--- src/hw/rtl/emcs_pkg.sv ---
// shared types, constants and opcode tables of the motion command sequencer
`timescale 1ns / 1ps

package emcs_pkg;

    localparam int TABLE_DEPTH = 64;
    localparam int COUNT_BITS  = 16;
    localparam int TABLE_AW    = (TABLE_DEPTH > 1) ? $clog2(TABLE_DEPTH) : 1;

    // step index and program length share the 7 bit current_step width
    localparam int STEP_W  = 7;
    localparam int STEP_CAP = (TABLE_DEPTH < 127) ? TABLE_DEPTH : 127;

    localparam int DUTY_W  = 10;
    localparam int TGT_W   = 16;
    localparam int ECHO_W  = 16;

    localparam logic [ECHO_W-1:0] NEAR_LIMIT_RESET = 16'd1755;

    // configuration register indexes
    localparam logic CFG_PROGRAM_LENGTH = 1'b0;
    localparam logic CFG_NEAR_LIMIT     = 1'b1;

    // request kinds
    localparam logic KIND_LOAD = 1'b0;
    localparam logic KIND_STEP = 1'b1;

    // opcodes
    localparam logic [2:0] OP_LINE       = 3'd0;
    localparam logic [2:0] OP_LEFT       = 3'd1;
    localparam logic [2:0] OP_RIGHT      = 3'd2;
    localparam logic [2:0] OP_BACK_RIGHT = 3'd3;
    localparam logic [2:0] OP_BACK_LEFT  = 3'd4;
    localparam logic [2:0] OP_BACK       = 3'd5;
    localparam logic [2:0] OP_FAST_LINE  = 3'd6;
    localparam logic [2:0] OP_STOP       = 3'd7;

    // bridge pins, bit 0 is in1 .. bit 3 is in4
    localparam logic [3:0] PIN_L_FWD  = 4'b0010;
    localparam logic [3:0] PIN_L_REV  = 4'b0001;
    localparam logic [3:0] PIN_R_FWD  = 4'b1000;
    localparam logic [3:0] PIN_R_REV  = 4'b0100;
    localparam logic [3:0] PINS_RESET = 4'b0101;
    localparam logic [3:0] PINS_BRAKE = 4'b1111;

    localparam logic [DUTY_W-1:0] DUTY_SLOW = 10'd512;
    localparam logic [DUTY_W-1:0] DUTY_NORM = 10'd700;
    localparam logic [DUTY_W-1:0] DUTY_TURN = 10'd800;
    localparam logic [DUTY_W-1:0] DUTY_FAST = 10'd900;

    typedef logic [COUNT_BITS-1:0] t_count;
    typedef logic [STEP_W-1:0]     t_step;
    typedef logic [TABLE_AW-1:0]   t_slot;

    typedef struct packed {
        logic [2:0]       opcode;
        logic [TGT_W-1:0] left_target;
        logic [TGT_W-1:0] right_target;
    } t_cmd;

    typedef struct packed {
        logic [DUTY_W-1:0] left_duty;
        logic [DUTY_W-1:0] right_duty;
        logic [3:0]        left_pins;
        logic [3:0]        right_pins;
    } t_op_drive;

    function automatic t_op_drive f_op_drive(input logic [2:0] op);
        t_op_drive d;
        d = '{DUTY_NORM, DUTY_NORM, PIN_L_FWD | PIN_R_FWD, PIN_L_FWD | PIN_R_FWD};
        unique case (op)
            OP_LINE:       d = '{DUTY_NORM, DUTY_NORM, PIN_L_FWD | PIN_R_FWD,
                                 PIN_L_FWD | PIN_R_FWD};
            OP_LEFT:       d = '{DUTY_SLOW, DUTY_TURN, PIN_L_FWD | PIN_R_FWD,
                                 PIN_L_FWD | PIN_R_FWD};
            OP_RIGHT:      d = '{DUTY_TURN, DUTY_SLOW, PIN_L_FWD | PIN_R_FWD,
                                 PIN_L_FWD | PIN_R_FWD};
            OP_BACK_RIGHT: d = '{DUTY_NORM, DUTY_NORM, PIN_L_REV | PIN_R_FWD,
                                 PIN_L_REV | PIN_R_FWD};
            OP_BACK_LEFT:  d = '{DUTY_SLOW, DUTY_SLOW, PIN_L_REV | PIN_R_FWD,
                                 PIN_L_REV | PIN_R_REV};
            OP_BACK:       d = '{DUTY_NORM, DUTY_NORM, PIN_L_REV | PIN_R_REV,
                                 PIN_L_REV | PIN_R_REV};
            OP_FAST_LINE:  d = '{DUTY_FAST, DUTY_FAST, PIN_L_FWD | PIN_R_FWD,
                                 PIN_L_FWD | PIN_R_FWD};
            // stop is handled apart, the table entry is not used
            OP_STOP:       d = '{'0, '0, PINS_BRAKE, PINS_BRAKE};
            default:       d = '{'0, '0, PINS_BRAKE, PINS_BRAKE};
        endcase
        return d;
    endfunction

    // table slot of a step index (the index is below the depth when used)
    function automatic t_slot f_step_slot(input t_step s);
        logic [31:0] w;
        w = 32'(s);
        return w[TABLE_AW-1:0];
    endfunction

    function automatic t_slot f_entry_slot(input logic [5:0] e);
        logic [31:0] w;
        w = 32'(e);
        return w[TABLE_AW-1:0];
    endfunction

endpackage

--- src/hw/rtl/emcs_ram.sv ---
// generic single write port ram with registered read
`timescale 1ns / 1ps

module emcs_ram #(
    parameter int WIDTH = 8,
    parameter int DEPTH = 16
) (
    input  logic                                   i_clk,
    input  logic                                   i_we,
    input  logic [((DEPTH > 1) ? $clog2(DEPTH) : 1)-1:0] i_waddr,
    input  logic [WIDTH-1:0]                       i_wdata,
    input  logic [((DEPTH > 1) ? $clog2(DEPTH) : 1)-1:0] i_raddr,
    output logic [WIDTH-1:0]                       o_rdata
);

    logic [WIDTH-1:0] r_mem [DEPTH];
    logic [WIDTH-1:0] r_rdata;

    always_ff @(posedge i_clk) begin
        if (i_we) begin
            r_mem[i_waddr] <= i_wdata;
        end
        r_rdata <= r_mem[i_raddr];
    end

    assign o_rdata = r_rdata;

endmodule

--- src/hw/rtl/encoder_motion_command_sequencer_unit.sv ---
// two-wheel motion command sequencer: command table, encoder counts, obstacle hold
// latency: a request's result is valid in the cycle after the request is accepted
// throughput: one request per unstalled cycle; the table read is registered and
// always addresses the next step index, with a write bypass for the same slot
// reset (synchronous, active low) clears step, counts, flags, duties, obstacle
// and sets in1 and in3 high; the command table is not cleared
`timescale 1ns / 1ps

module encoder_motion_command_sequencer_unit (
    input  logic        i_clk,
    input  logic        i_rst_n,

    input  logic        i_cfg_we,
    input  logic        i_cfg_index,
    input  logic [15:0] i_cfg_data,

    input  logic        i_valid,
    output logic        o_stall,
    input  logic        i_kind,
    input  logic [5:0]  i_entry_index,
    input  logic [2:0]  i_entry_opcode,
    input  logic [15:0] i_entry_left_target,
    input  logic [15:0] i_entry_right_target,
    input  logic        i_left_pulse,
    input  logic        i_right_pulse,
    input  logic        i_echo_valid,
    input  logic [15:0] i_echo_ticks,

    output logic        o_valid,
    input  logic        i_stall,
    output logic [9:0]  o_left_duty,
    output logic [9:0]  o_right_duty,
    output logic        o_bridge_in1,
    output logic        o_bridge_in2,
    output logic        o_bridge_in3,
    output logic        o_bridge_in4,
    output logic [6:0]  o_current_step,
    output logic        o_program_done,
    output logic        o_obstacle_hold,
    output logic        o_servo_long_pulse
);

    import emcs_pkg::*;

    // configuration
    t_step             r_len;
    logic [ECHO_W-1:0] r_near_limit;

    // sequencer state, also the held result
    t_step             r_step,   n_step;
    t_count            r_lcnt,   n_lcnt;
    t_count            r_rcnt,   n_rcnt;
    logic              r_lreach, n_lreach;
    logic              r_rreach, n_rreach;
    logic [DUTY_W-1:0] r_lduty,  n_lduty;
    logic [DUTY_W-1:0] r_rduty,  n_rduty;
    logic [3:0]        r_pins,   n_pins;
    logic              r_near,   n_near;
    logic              r_out_valid;
    logic              r_done,   n_done;
    logic              r_hold,   n_hold;

    // table access
    logic      accept;
    logic      tbl_we;
    t_slot     tbl_waddr;
    t_slot     tbl_raddr;
    t_cmd      tbl_wdata;
    t_cmd      tbl_rdata;
    t_cmd      cur_cmd;
    logic      r_byp;
    t_cmd      r_byp_data;
    t_step     eff_len;
    t_op_drive drive;
    logic      lhit;
    logic      rhit;

    assign o_stall = r_out_valid & i_stall;
    assign accept  = i_valid & ~o_stall;

    assign eff_len = (r_len < STEP_CAP[STEP_W-1:0]) ? r_len : STEP_CAP[STEP_W-1:0];

    assign tbl_we    = accept && (i_kind == KIND_LOAD) && (32'(i_entry_index) < TABLE_DEPTH);
    assign tbl_waddr = f_entry_slot(i_entry_index);
    assign tbl_wdata = '{i_entry_opcode, i_entry_left_target, i_entry_right_target};
    assign tbl_raddr = f_step_slot(n_step);

    emcs_ram #(
        .WIDTH ($bits(t_cmd)),
        .DEPTH (TABLE_DEPTH)
    ) u_table (
        .i_clk   (i_clk),
        .i_we    (tbl_we),
        .i_waddr (tbl_waddr),
        .i_wdata (tbl_wdata),
        .i_raddr (tbl_raddr),
        .o_rdata (tbl_rdata)
    );

    // a write into the slot being read is missed by the ram's registered read
    always_ff @(posedge i_clk) begin
        if (!i_rst_n) begin
            r_byp <= 1'b0;
        end else begin
            r_byp <= tbl_we && (tbl_waddr == tbl_raddr);
        end
        r_byp_data <= tbl_wdata;
    end

    assign cur_cmd = r_byp ? r_byp_data : tbl_rdata;
    assign drive   = f_op_drive(cur_cmd.opcode);

    always_comb begin
        n_step   = r_step;
        n_lcnt   = r_lcnt;
        n_rcnt   = r_rcnt;
        n_lreach = r_lreach;
        n_rreach = r_rreach;
        n_lduty  = r_lduty;
        n_rduty  = r_rduty;
        n_pins   = r_pins;
        n_near   = r_near;
        lhit     = 1'b0;
        rhit     = 1'b0;
        if (accept && i_kind == KIND_STEP) begin
            if (i_left_pulse && r_lcnt != '1) begin
                n_lcnt = r_lcnt + 1'b1;
            end
            if (i_right_pulse && r_rcnt != '1) begin
                n_rcnt = r_rcnt + 1'b1;
            end
            if (i_echo_valid) begin
                n_near = i_echo_ticks < r_near_limit;
            end
            lhit = 32'(n_lcnt) >= 32'(cur_cmd.left_target);
            rhit = 32'(n_rcnt) >= 32'(cur_cmd.right_target);
            if (r_step < eff_len) begin
                if (n_near) begin
                    n_lduty = '0;
                    n_rduty = '0;
                end else if (cur_cmd.opcode == OP_STOP) begin
                    // brake: all pins high, reached flags are left alone
                    n_lduty = '0;
                    n_rduty = '0;
                    n_pins  = PINS_BRAKE;
                    n_lcnt  = '0;
                    n_rcnt  = '0;
                    n_step  = r_step + 1'b1;
                end else begin
                    if (lhit) begin
                        n_lduty  = '0;
                        n_lreach = 1'b1;
                    end else begin
                        n_lduty = drive.left_duty;
                        n_pins  = drive.left_pins;
                    end
                    // right call wins over the left one
                    if (rhit) begin
                        n_rduty  = '0;
                        n_rreach = 1'b1;
                    end else begin
                        n_rduty = drive.right_duty;
                        n_pins  = drive.right_pins;
                    end
                    if (n_lreach && n_rreach) begin
                        n_lreach = 1'b0;
                        n_rreach = 1'b0;
                        n_lcnt   = '0;
                        n_rcnt   = '0;
                        n_step   = r_step + 1'b1;
                    end
                end
            end
        end
        n_done = n_step >= eff_len;
        n_hold = n_near && !n_done;
    end

    always_ff @(posedge i_clk) begin
        if (!i_rst_n) begin
            r_len        <= '0;
            r_near_limit <= NEAR_LIMIT_RESET;
        end else if (i_cfg_we) begin
            unique case (i_cfg_index)
                CFG_PROGRAM_LENGTH: r_len        <= i_cfg_data[STEP_W-1:0];
                CFG_NEAR_LIMIT:     r_near_limit <= i_cfg_data[ECHO_W-1:0];
                default:            r_len        <= r_len;
            endcase
        end
    end

    always_ff @(posedge i_clk) begin
        if (!i_rst_n) begin
            r_step      <= '0;
            r_lcnt      <= '0;
            r_rcnt      <= '0;
            r_lreach    <= 1'b0;
            r_rreach    <= 1'b0;
            r_lduty     <= '0;
            r_rduty     <= '0;
            r_pins      <= PINS_RESET;
            r_near      <= 1'b0;
            r_out_valid <= 1'b0;
            r_done      <= 1'b0;
            r_hold      <= 1'b0;
        end else begin
            if (accept) begin
                r_step      <= n_step;
                r_lcnt      <= n_lcnt;
                r_rcnt      <= n_rcnt;
                r_lreach    <= n_lreach;
                r_rreach    <= n_rreach;
                r_lduty     <= n_lduty;
                r_rduty     <= n_rduty;
                r_pins      <= n_pins;
                r_near      <= n_near;
                r_done      <= n_done;
                r_hold      <= n_hold;
                r_out_valid <= 1'b1;
            end else if (!i_stall) begin
                r_out_valid <= 1'b0;
            end
        end
    end

    assign o_valid            = r_out_valid;
    assign o_left_duty        = r_lduty;
    assign o_right_duty       = r_rduty;
    assign o_bridge_in1       = r_pins[0];
    assign o_bridge_in2       = r_pins[1];
    assign o_bridge_in3       = r_pins[2];
    assign o_bridge_in4       = r_pins[3];
    assign o_current_step     = r_step;
    assign o_program_done     = r_done;
    assign o_obstacle_hold    = r_hold;
    assign o_servo_long_pulse = r_hold;

endmodule

--- config.mk ---
export PLATFORM = sky130hd
export DESIGN_NAME = encoder_motion_command_sequencer_unit
export DESIGN_NICKNAME = d
export VERILOG_FILES = /design/src/hw/rtl/emcs_pkg.sv /design/src/hw/rtl/emcs_ram.sv /design/src/hw/rtl/encoder_motion_command_sequencer_unit.sv
export SDC_FILE = /design/constraint.sdc
export NUM_CORES = 2
export LEC_CHECK = 0
export BUFFER_PORTS_ARGS = -buffer_cell sky130_fd_sc_hd__buf_2
export CORE_UTILIZATION = 50
export CTS_BUF_LIST = sky130_fd_sc_hd__clkbuf_2 sky130_fd_sc_hd__clkbuf_4 sky130_fd_sc_hd__clkbuf_8
export CTS_CLUSTER_SIZE = 25
export DETAILED_ROUTE_END_ITERATION = 8
export GPL_ROUTABILITY_DRIVEN = 0
export PLACE_DENSITY = 0.65
export SETUP_SLACK_MARGIN = 0.1
export SYNTH_ARGS = -nofsm -noshare
export SYNTH_HDL_FRONTEND = slang
export SYNTH_SLANG_ARGS = --single-unit
--- constraint.sdc ---
create_clock -name i_clk -period 11.15 [get_ports i_clk]
set_input_delay 1.6725 -clock i_clk [delete_from_list [all_inputs] [get_ports i_clk]]
set_output_delay 1.6725 -clock i_clk [all_outputs]
set_load 0.05 [all_outputs]
==> summary.txt <==
Status
  – Outcome: finished, violations left
  – Failing checks: DRC, capacitance limit, slew limit

STA
  – Worst slew margin: -7.66%
  – PnR worst setup slack: ~3.2 ns
  – Maximum clock frequency: 126 MHz
  – Final setup fails: 0
  – RSZ-0062 raised after global routing: no
  – Fin Setup TNS: 0 ns
  – Worst hold slack: between 0.4 and 0.5 ns
  – Final Hold Fails: 0
  – Minimum clock period: about 7.9 ns
  – Slew @ Worst Pin: around 1.6 ns
  – Slew Viols, Final: 2
  – Final Skew: approximately 0.073 ns
  – Final period utilization: about 70%

GRT
  – Initial antenna violation count: 29
  – GRT Overall Usage: a little under a third
  – Vias in the first global route: 56,800
  – Gr ovfl total: 0
  – Largest net degree at the start of global routing: between 100 and 150
  – Global-route wire length before repair: 422,000 um

Yosys
  – Cells after Synth: approximately 5,700
  – Most used flip-flop cell after synthesis: edfxtp_1
  – Synth unique cells: 95
  – Register area share after synthesis: 73.7%
  – Mean post-synth cell area: 16.8 sq um
  – Cell area after synthesis: 95,500 sq um
  – Dominant cell type by area after synthesis: edfxtp_1
  – Register bit count reported by yosys: 2,393
  – Synth top area share: 70.4%
  – Synth warnings: 0
  – Post-synth EDFFs: ~2,200
  – Async S/R FF share, synth: 0%
  – Top post-synthesis cells by area: edfxtp_1 (70%), mux4_2 (5.7%), o221ai_1 (3.3%), dfxtp_1 (3.2%), mux2i_1 (2.0%)
  – Most common cell in the netlist: edfxtp_1
  – Synth cell count leaders: edfxtp_1 (2,240), o221ai_1 (356), nand2_1 (333)

Final layout
  – Fillers: 14,400
  – Final Cell Area: about 110,000 sq um
  – Layout Area Growth over Synthesis: 12.4%
  – Area of the multi-input gates: between 20,000 and 25,000 sq um
  – NumNets Final: about 6,100
  – Register area: between 70,000 and 80,000 sq um
  – Fraction of layout cells with a size suffix above 1: about 21%
  – Fin util: between 50% and 60%

Route
  – Initial DRC Count: slightly above 9,000
  – Drt via density: 6.82
  – Residual DRC: 3
  – Vias: ~60,000
  – Drt total wl: 302,000 um
  – First drt pass iteration count: 8
  – Avg WL per Cell: 34.4 um
  – Antenna viol nets, final: 0

Worst setup path
  – Startpoint class of the critical path: register
  – Worst EP arrival: 8.90 ns
  – Crit-path max FO: 89
  – CP Class: register to register
  – Critical Path End Type: register
  – Setup slack, reg-to-reg: 3.23 ns
  – Crit path required time: ~12 ns

CTS
  – Post_cts resized: 0
  – # H-tree levels: 5
  – Worst skew pair latency: 1.10 ns
  – Clk pin slew, worst setup/hold paths: approximately 0.060 ns
  – Clk buf depth: 4
  – Postcts setup bufs: 0
  – Root Driver: clkbuf_8
  – Hold_buf cts: 0
  – CTS tree: yes
  – Total clock sinks: 2,393
  – Num CTS Buffers: around 400

Place
  – Port buffer count: 112
  – Detailed Place HPWL: between 150,000 and 200,000 um
  – DP Area: slightly below 100,000 sq um
  – Dpl ws: 2.24 ns

Die
  – Die Footprint: roughly 190,000 sq um
  – Die Y: approximately 440 um
  – Top-Level Pins: 119
  – Initial Utilization: between 50 and 60%
  – Die X-Extent: between 400 and 500 um
  – Core box area: roughly 190,000 sq um
  – Row cnt: 160

Hold path
  – Worst Hold Class: register to register

Power
  – Max rail drop VDD: ~0.00015 V
  – Pwr Density: ~180 nW/um^2
  – Static Leak: about 34 nW

Run
  – Max-cap violation count: 1
state kept, by name (all words and copies together), names as in the netlist, 4 cells and up:
signal and flops:
r_lcnt 16, r_byp_data 35, r_near_limit 16, o_current_step 7, r_len 7, r_rcnt 16
u_table.r_mem 2240, o_left_duty 5, r_pins 4, o_right_duty 5, u_table.o_rdata 35
per-stage QoR:
step | cells | power (W)
final | 8772 | 0.0196
after global routing | 8765 | 0.0202
after CTS | 8762 | 0.0196
after detailed placement | 8061 | 0.0121
after global placement | 8061 | 0.0121
after floorplan | 5676 | 0.0114
cell type report:
| type | instances | share of cell area (%) |
|---|---|---|
| sequential | 2393 | 65.5 |
| clock buffer | 550 | 6.34 |
| timing repair buffer | 295 | 1.92 |
| multi-input combinational | 2828 | 22.2 |
| antenna | 10 | 0.0233 |
| clock inverter | 151 | 0.898 |
| inverter | 34 | 0.141 |
| tap | 2511 | 2.93 |
cells in the final DEF (no fill, tap or decap), types with 51 or more instances in the layout:
| master | n |
|---|---|
| nor2_1 | 111 |
| ha_1 | 69 |
| o221ai_1 | 356 |
| clkinv_1 | 80 |
| nand3_1 | 94 |
| o21ai_0 | 143 |
| clkbuf_4 | 123 |
| mux4_2 | 243 |
| buf_2 | 112 |
| clkinv_2 | 51 |
| nor2_4 | 67 |
| clkbuf_8 | 427 |
| o22ai_1 | 208 |
| nand2_1 | 332 |
| o22a_1 | 75 |
| a22oi_1 | 95 |
| dfxtp_1 | 151 |
| a21oi_1 | 174 |
| buf_4 | 173 |
| mux2i_1 | 190 |
| edfxtp_1 | 2240 |
kinds of logic after synthesis:
group | Yosys count | synth area share [%]
compound gates | 1427 | 11.0
other cells | 1 | 0.00393
buf+inv | 455 | 2.11
fa+ha+maj | 69 | 0.904
mux | 444 | 7.86
flops | 2393 | 73.7
simple gates | 840 | 4.05
xor+xnor | 42 | 0.393
worst paths after layout:
path / from / end / cells past startpoint
worst max-delay path: r_rcnt[4]$_SDFFE_PN0P_ / u_table.o_rdata[0]$_DFF_P_ / 24
worst min-delay path: r_near_limit[5]$_SDFFE_PN0P_ / r_near_limit[5]$_SDFFE_PN0P_ / 2
worst max register to register: r_rcnt[4]$_SDFFE_PN0P_ / u_table.o_rdata[0]$_DFF_P_ / 24
worst min register to register: r_near_limit[5]$_SDFFE_PN0P_ / r_near_limit[5]$_SDFFE_PN0P_ / 2
layer usage:
layer / part of all wire (%) / vias to the layer above / global-route usage, %
met5: 0.095 / - / 0
met4: 4.8 / 16 / 14.3
met3: 13 / 698 / 8.89
met2: 45 / 4472 / 46.1
met1: 37 / 30500 / 42.2
li1: - / 24100 / -
report_power, final:
| group | internal, W | total, W | switching [W] |
|---|---|---|---|
| Sequential | 0.00988 | 0.00995 | 0.0000700 |
| Combinational | 0.000749 | 0.00203 | 0.00128 |
| Clock | 0.00418 | 0.00765 | 0.00347 |
| Total | 0.0148 | 0.0196 | 0.00482 |
worst max-delay path: stages (launching register included):
cell and delay (ns):
dfxtp_1 0.41, and3_1 0.23, nand4_1 0.12, o31a_1 0.38
nand4_1 0.22, nor2_1 0.12, and3_1 0.24, and3_1 0.23
and3_1 0.23, xor2_1 0.15, ha_1 0.30, nand4_1 0.14
nor4_1 0.31, o31ai_1 0.16, nand4_1 0.37, o211ai_1 0.29
nor3_2 0.57, nor2_4 0.03, buf_4 0.35, inv_8 0.61
buf_4 0.60, mux4_2 0.39, a22oi_1 0.29, o2111ai_1 0.50
a32o_1 0.43
Power figures use the tool's default switching activity.
